--- src/hdl/mtc_div.sv ---
// ============================================================================
// Pipelined unsigned divider
// Restoring division, one quotient bit per register stage, with side data
// and a valid bit travelling alongside each dividend.
// ============================================================================
`timescale 1ns / 1ps
`default_nettype none

module mtc_div #(
    parameter int unsigned NUM_W  = 33,
    parameter int unsigned DEN_W  = 17,
    parameter int unsigned SIDE_W = 1
) (
    input  wire logic              clk,
    input  wire logic              rst_n,
    input  wire logic              en,
    input  wire logic              in_valid,
    input  wire logic [NUM_W-1:0]  num,
    input  wire logic [DEN_W-1:0]  den,
    input  wire logic [SIDE_W-1:0] side,
    output logic                   out_valid,
    output logic [NUM_W-1:0]       quo,
    output logic [SIDE_W-1:0]      side_out
);

    logic [DEN_W-1:0]  rem_reg  [NUM_W];
    logic [NUM_W-1:0]  nq_reg   [NUM_W];
    logic [DEN_W-1:0]  den_reg  [NUM_W];
    logic [SIDE_W-1:0] side_reg [NUM_W];
    logic [NUM_W-1:0]  vld_reg;

    logic [DEN_W-1:0]  rem_next  [NUM_W];
    logic [NUM_W-1:0]  nq_next   [NUM_W];
    logic [DEN_W-1:0]  den_next  [NUM_W];
    logic [SIDE_W-1:0] side_next [NUM_W];
    logic [NUM_W-1:0]  vld_next;

    // One shift-and-subtract step per stage. The dividend shifts out of the
    // top of nq while quotient bits shift in at the bottom.
    always_comb
    begin
        logic [DEN_W-1:0] rem_in;
        logic [NUM_W-1:0] nq_in;
        logic [DEN_W-1:0] den_in;
        logic [DEN_W:0]   trial;
        logic             qbit;
        for (int k = 0; k < NUM_W; k++)
        begin
            if (k == 0)
            begin
                rem_in       = '0;
                nq_in        = num;
                den_in       = den;
                side_next[k] = side;
                vld_next[k]  = in_valid;
            end
            else
            begin
                rem_in       = rem_reg[k-1];
                nq_in        = nq_reg[k-1];
                den_in       = den_reg[k-1];
                side_next[k] = side_reg[k-1];
                vld_next[k]  = vld_reg[k-1];
            end
            trial = {rem_in, nq_in[NUM_W-1]};
            qbit  = (trial >= {1'b0, den_in});
            if (qbit)
            begin
                trial = trial - {1'b0, den_in};
            end
            rem_next[k] = trial[DEN_W-1:0];
            nq_next[k]  = {nq_in[NUM_W-2:0], qbit};
            den_next[k] = den_in;
        end
    end

    // Valid bits.
    always_ff @(posedge clk or negedge rst_n)
    begin
        if (!rst_n)
        begin
            vld_reg <= '0;
        end
        else if (en)
        begin
            vld_reg <= vld_next;
        end
    end

    // Stage payload.
    always_ff @(posedge clk)
    begin
        if (en)
        begin
            for (int k = 0; k < NUM_W; k++)
            begin
                rem_reg[k]  <= rem_next[k];
                nq_reg[k]   <= nq_next[k];
                den_reg[k]  <= den_next[k];
                side_reg[k] <= side_next[k];
            end
        end
    end

    assign out_valid = vld_reg[NUM_W-1];
    assign quo       = nq_reg[NUM_W-1];
    assign side_out  = side_reg[NUM_W-1];

endmodule

`default_nettype wire

--- config.mk ---
export PLATFORM = sky130hd
export DESIGN_NAME = mtc_div
export DESIGN_NICKNAME = d
export VERILOG_FILES = /design/src/hdl/mtc_div.sv
export SDC_FILE = /design/constraint.sdc
export NUM_CORES = 2
export LEC_CHECK = 0
export BUFFER_PORTS_ARGS = -buffer_cell sky130_fd_sc_hd__clkbuf_2
export CORE_ASPECT_RATIO = 1.2
export CORE_MARGIN = 10
export CORE_UTILIZATION = 50
export CTS_CLUSTER_SIZE = 24
export DETAILED_ROUTE_END_ITERATION = 10
export GPL_ROUTABILITY_DRIVEN = 1
export GPL_TIMING_DRIVEN = 0
export PLACE_DENSITY = 0.62
export REMOVE_ABC_BUFFERS = 1
export SETUP_SLACK_MARGIN = 0.4
export SLEW_MARGIN = 20
export SYNTH_ARGS = -nofsm -noshare
export SYNTH_HDL_FRONTEND = slang
export SYNTH_SLANG_ARGS = --single-unit
--- constraint.sdc ---
create_clock -name clk -period 6.22 [get_ports clk]
set_input_delay 1.244 -clock clk [delete_from_list [all_inputs] [get_ports clk]]
set_output_delay 1.244 -clock clk [all_outputs]
set_load 0.03 [all_outputs]
==> flow_summary.ini <==
[global_route]
grt_usage_pct = 15.3
grt_pass1_vias = 54239
antenna_found_initial = 3
grt_max_degree = 105
overflow = 0
grt_first_pass_wirelength_um = 275000

[critical_path]
r2r_slack_ns = 1.99
worstPathMaxFanout = 10
crit_arrival_ns = 4.85
criticalPathCategory = reg -> reg
worstSetupEndpointType = flip-flop
crit_required_ns = 6.84
reg2reg_depth = 13
cp-start-kind = flip-flop
r2r-start = nq_reg[0][263]
rr_endpoint = rem_reg[0][138]

[cells_and_area]
final_area_um2 = 112000
syn2layout_area_growth_pct = 11.6
multiInputGateArea_um2 = 29800
largest_reg_flops = 1089
nets = 7713
fillers = 15541
stdcell_count = 9896
utilization_pct = 56.2
regArea_um2 = 67200
drive_gt1_share_pct = 12.6

[logic_synthesis]
synth_top_family_by_area = compound AO/OA/AOI/OAI gates
synthCells = 6836
synth-edff-count = 2210
synth-simple-area-share_pct = 4.84
syn_area_um2 = 100000
synth_compound_area_share_pct = 8.90
synth_mux_area_share_pct = 4.82
synth_xor_area_share_pct = 3.61
yosysSeqAreaShare_pct = 67.1
yosysUniqueCellTypes = 89
ys_warn_count = 0
ys_ff_latch = 2243
synthFlopType = edfxtp_1
synthArstFlopShare_pct = 1.47
yosys.area_share.adder_pct = 7.44
avgSynthCellArea_um2 = 14.6

[placement]
placed_area_um2 = 104000
hpwl_um = 118000
post-place-cells = 9481
gp_congestion = 0.875
numPortBuffers = 89
preCtsSetupSlack_ns = 1.89

[power]
power.leakage_nw = 42.6
power_density_nw_per_um2 = 487
ir_drop_uv = 319
p_total_mw = 54.4

[routing]
first_iter_violations = 3454
antenna_left = 0
viasPerCell = 5.37
vias = 53098
drtPass1Iterations = 5
drc = 0
avgRoutedWirePerCell_um = 17.2
wl_um = 170000

[floorplan]
fp-row-count = 179
die_w_um = 429
start_util_pct = 50.4
core-area_um2 = 199000
die_area_um2 = 219000
num_io_pins = 90
dieHeight_um = 510

[clock_network]
clock_latency_ns = 0.87
max-clock-path-buffers = 3
hold_buffers = 0
cts_tree = done
h-tree-depth = 4
postCtsSetupRepairBufs = 0
cts-buffers-inserted = 222
cts.sinks = 2243
clk_pin_slew_ns = 0.06
cts_resized = 0
clockRootBuffer = clkbuf_16

[timing]
worst_hold_slack_ns = 0.406
finalWorstSetupSlack_ns = 1.99
fin_skew_ns = 0.0315
layout_min_cycle_time_ns = 4.23
setup_violations = 0
rsz0062_at_grt = false
tns_ns = 0
fin_crit_sh_pct = 68.1
relSlewSlack_pct = 28.8
final-hold-violation-count = 0
fmax_mhz = 236
tightest_slew_ns = 1.07
slew_viol_final = 0

[min_path]
min_path_type = reg -> reg
min_to = nq_reg[0][340]
hold_depth = 0
holdCritStartpoint = nq_reg[0][306]

[flow_run]
cap_violations = 0

[run_status]
status = finished, final reports clean
[synthesized netlist by cell type (10+ instances only)]
library cell | instances | share of area [%]
a2111oi_0 | 15 | 0.13
a211o_1 | 21 | 0.18
a211oi_1 | 47 | 0.35
a21o_1 | 163 | 1.2
a21oi_1 | 396 | 2.0
a21oi_2 | 14 | 0.12
a31o_2 | 18 | 0.16
a31oi_1 | 40 | 0.25
and2_1 | 14 | 0.087
and3_1 | 30 | 0.19
buf_2 | 12 | 0.060
buf_4 | 47 | 0.35
clkbuf_1 | 33 | 0.12
dfrtp_1 | 33 | 0.82
edfxtp_1 | 2210 | 66
fa_1 | 31 | 0.62
ha_1 | 546 | 6.8
inv_1 | 712 | 2.7
mux2_1 | 32 | 0.36
mux2_2 | 356 | 4.0
mux2i_1 | 35 | 0.35
nand2_1 | 241 | 0.90
nand2b_1 | 41 | 0.26
nand3_1 | 65 | 0.32
nand3b_1 | 10 | 0.075
nand4_1 | 79 | 0.49
nor2_1 | 323 | 1.2
nor2b_1 | 47 | 0.29
nor3_1 | 101 | 0.50
nor4_1 | 15 | 0.094
o2111ai_1 | 10 | 0.087
o211ai_1 | 19 | 0.14
o21a_1 | 65 | 0.49
o21ai_0 | 254 | 1.3
o21bai_1 | 84 | 0.63
o22ai_1 | 12 | 0.075
o311ai_0 | 10 | 0.087
o31a_1 | 35 | 0.31
o31ai_1 | 24 | 0.18
o41ai_1 | 10 | 0.087
or2_2 | 16 | 0.10
or3_1 | 30 | 0.19
xnor2_1 | 287 | 2.5
xor2_1 | 126 | 1.1
[power by group]
group	switching (mW)	internal, mW
Clock	5.68	8.03
Sequential	1.35	20.6
Combinational	9.97	8.76
[cells in the final DEF, fill, tap and decap left out, drive strengths merged, types with 54 or more instances in the layout]
master / Yosys / routed
inv: 712 / 719
clkbuf: 33 / 354
a211oi: 54 / 54
xnor2: 287 / 287
nand3: 65 / 65
nand4: 79 / 79
edfxtp: 2210 / 2210
ha: 546 / 546
clkinv: 1 / 97
o21bai: 84 / 84
nor2: 323 / 323
o21a: 65 / 65
xor2: 126 / 126
nand2: 241 / 241
nor3: 102 / 102
a21o: 163 / 163
a21oi: 410 / 410
mux2: 395 / 395
o21ai: 267 / 267
[cell type report]
type	count	share of cell area [%]
clock inverters	149	1.61
diodes	1	0.00224
multi-input cells	3778	26.6
flip-flops and latches	2243	60.1
well taps	2624	2.94
clock buffers	265	5.17
inverters	713	2.40
repair buffers	123	1.10
[cell families after synthesis]
kind of cell	Yosys count
AOI/OAI and AO/OA	1333
xor gates and xnor gates	413
adders and majority gates	577
buffers and inverters	815
DFF	2243
muxes	430
and+or+nand+nor	1025
[worst max-delay path by stage]
stage / startpoint / endpoint / slack (ns) / cells after the start
finish: nq_reg[0][263] / rem_reg[0][138] / 1.99 / 13
global route: nq_reg[0][263] / rem_reg[0][140] / 1.70 / 13
global placement: en / vld_reg[2] / -37.56 / 2
detailed placement: en / nq_reg[0][1018] / 1.89 / 6
CTS: nq_reg[0][263] / rem_reg[0][140] / 1.91 / 13
floorplan: nq_reg[0][593] / rem_reg[0][307] / 2.51 / 11
[per-layer routing]
metal  part of all wire [%]  up-vias  global-route usage, %
met4                    4.1        2                   6.64
li1                       -    26096                      -
met1                     39    25747                   17.2
met5                  0.011        -                      0
met3                    3.4      417                   2.53
met2                     53      836                   28.6
[critical path, stage by stage, from the launching register on]
cell and delay (ns):
edfxtp_1 0.55, inv_1 0.14, ha_1 0.17, inv_1 0.05
fa_1 0.43, a211oi_2 0.28, o21ai_0 0.17, a21oi_1 0.40
a21oi_1 0.15, o21ai_0 0.20, a21oi_1 0.13, a2111oi_4 0.62
buf_4 0.32, mux2_2 0.36
Power figures use the tool's default switching activity.
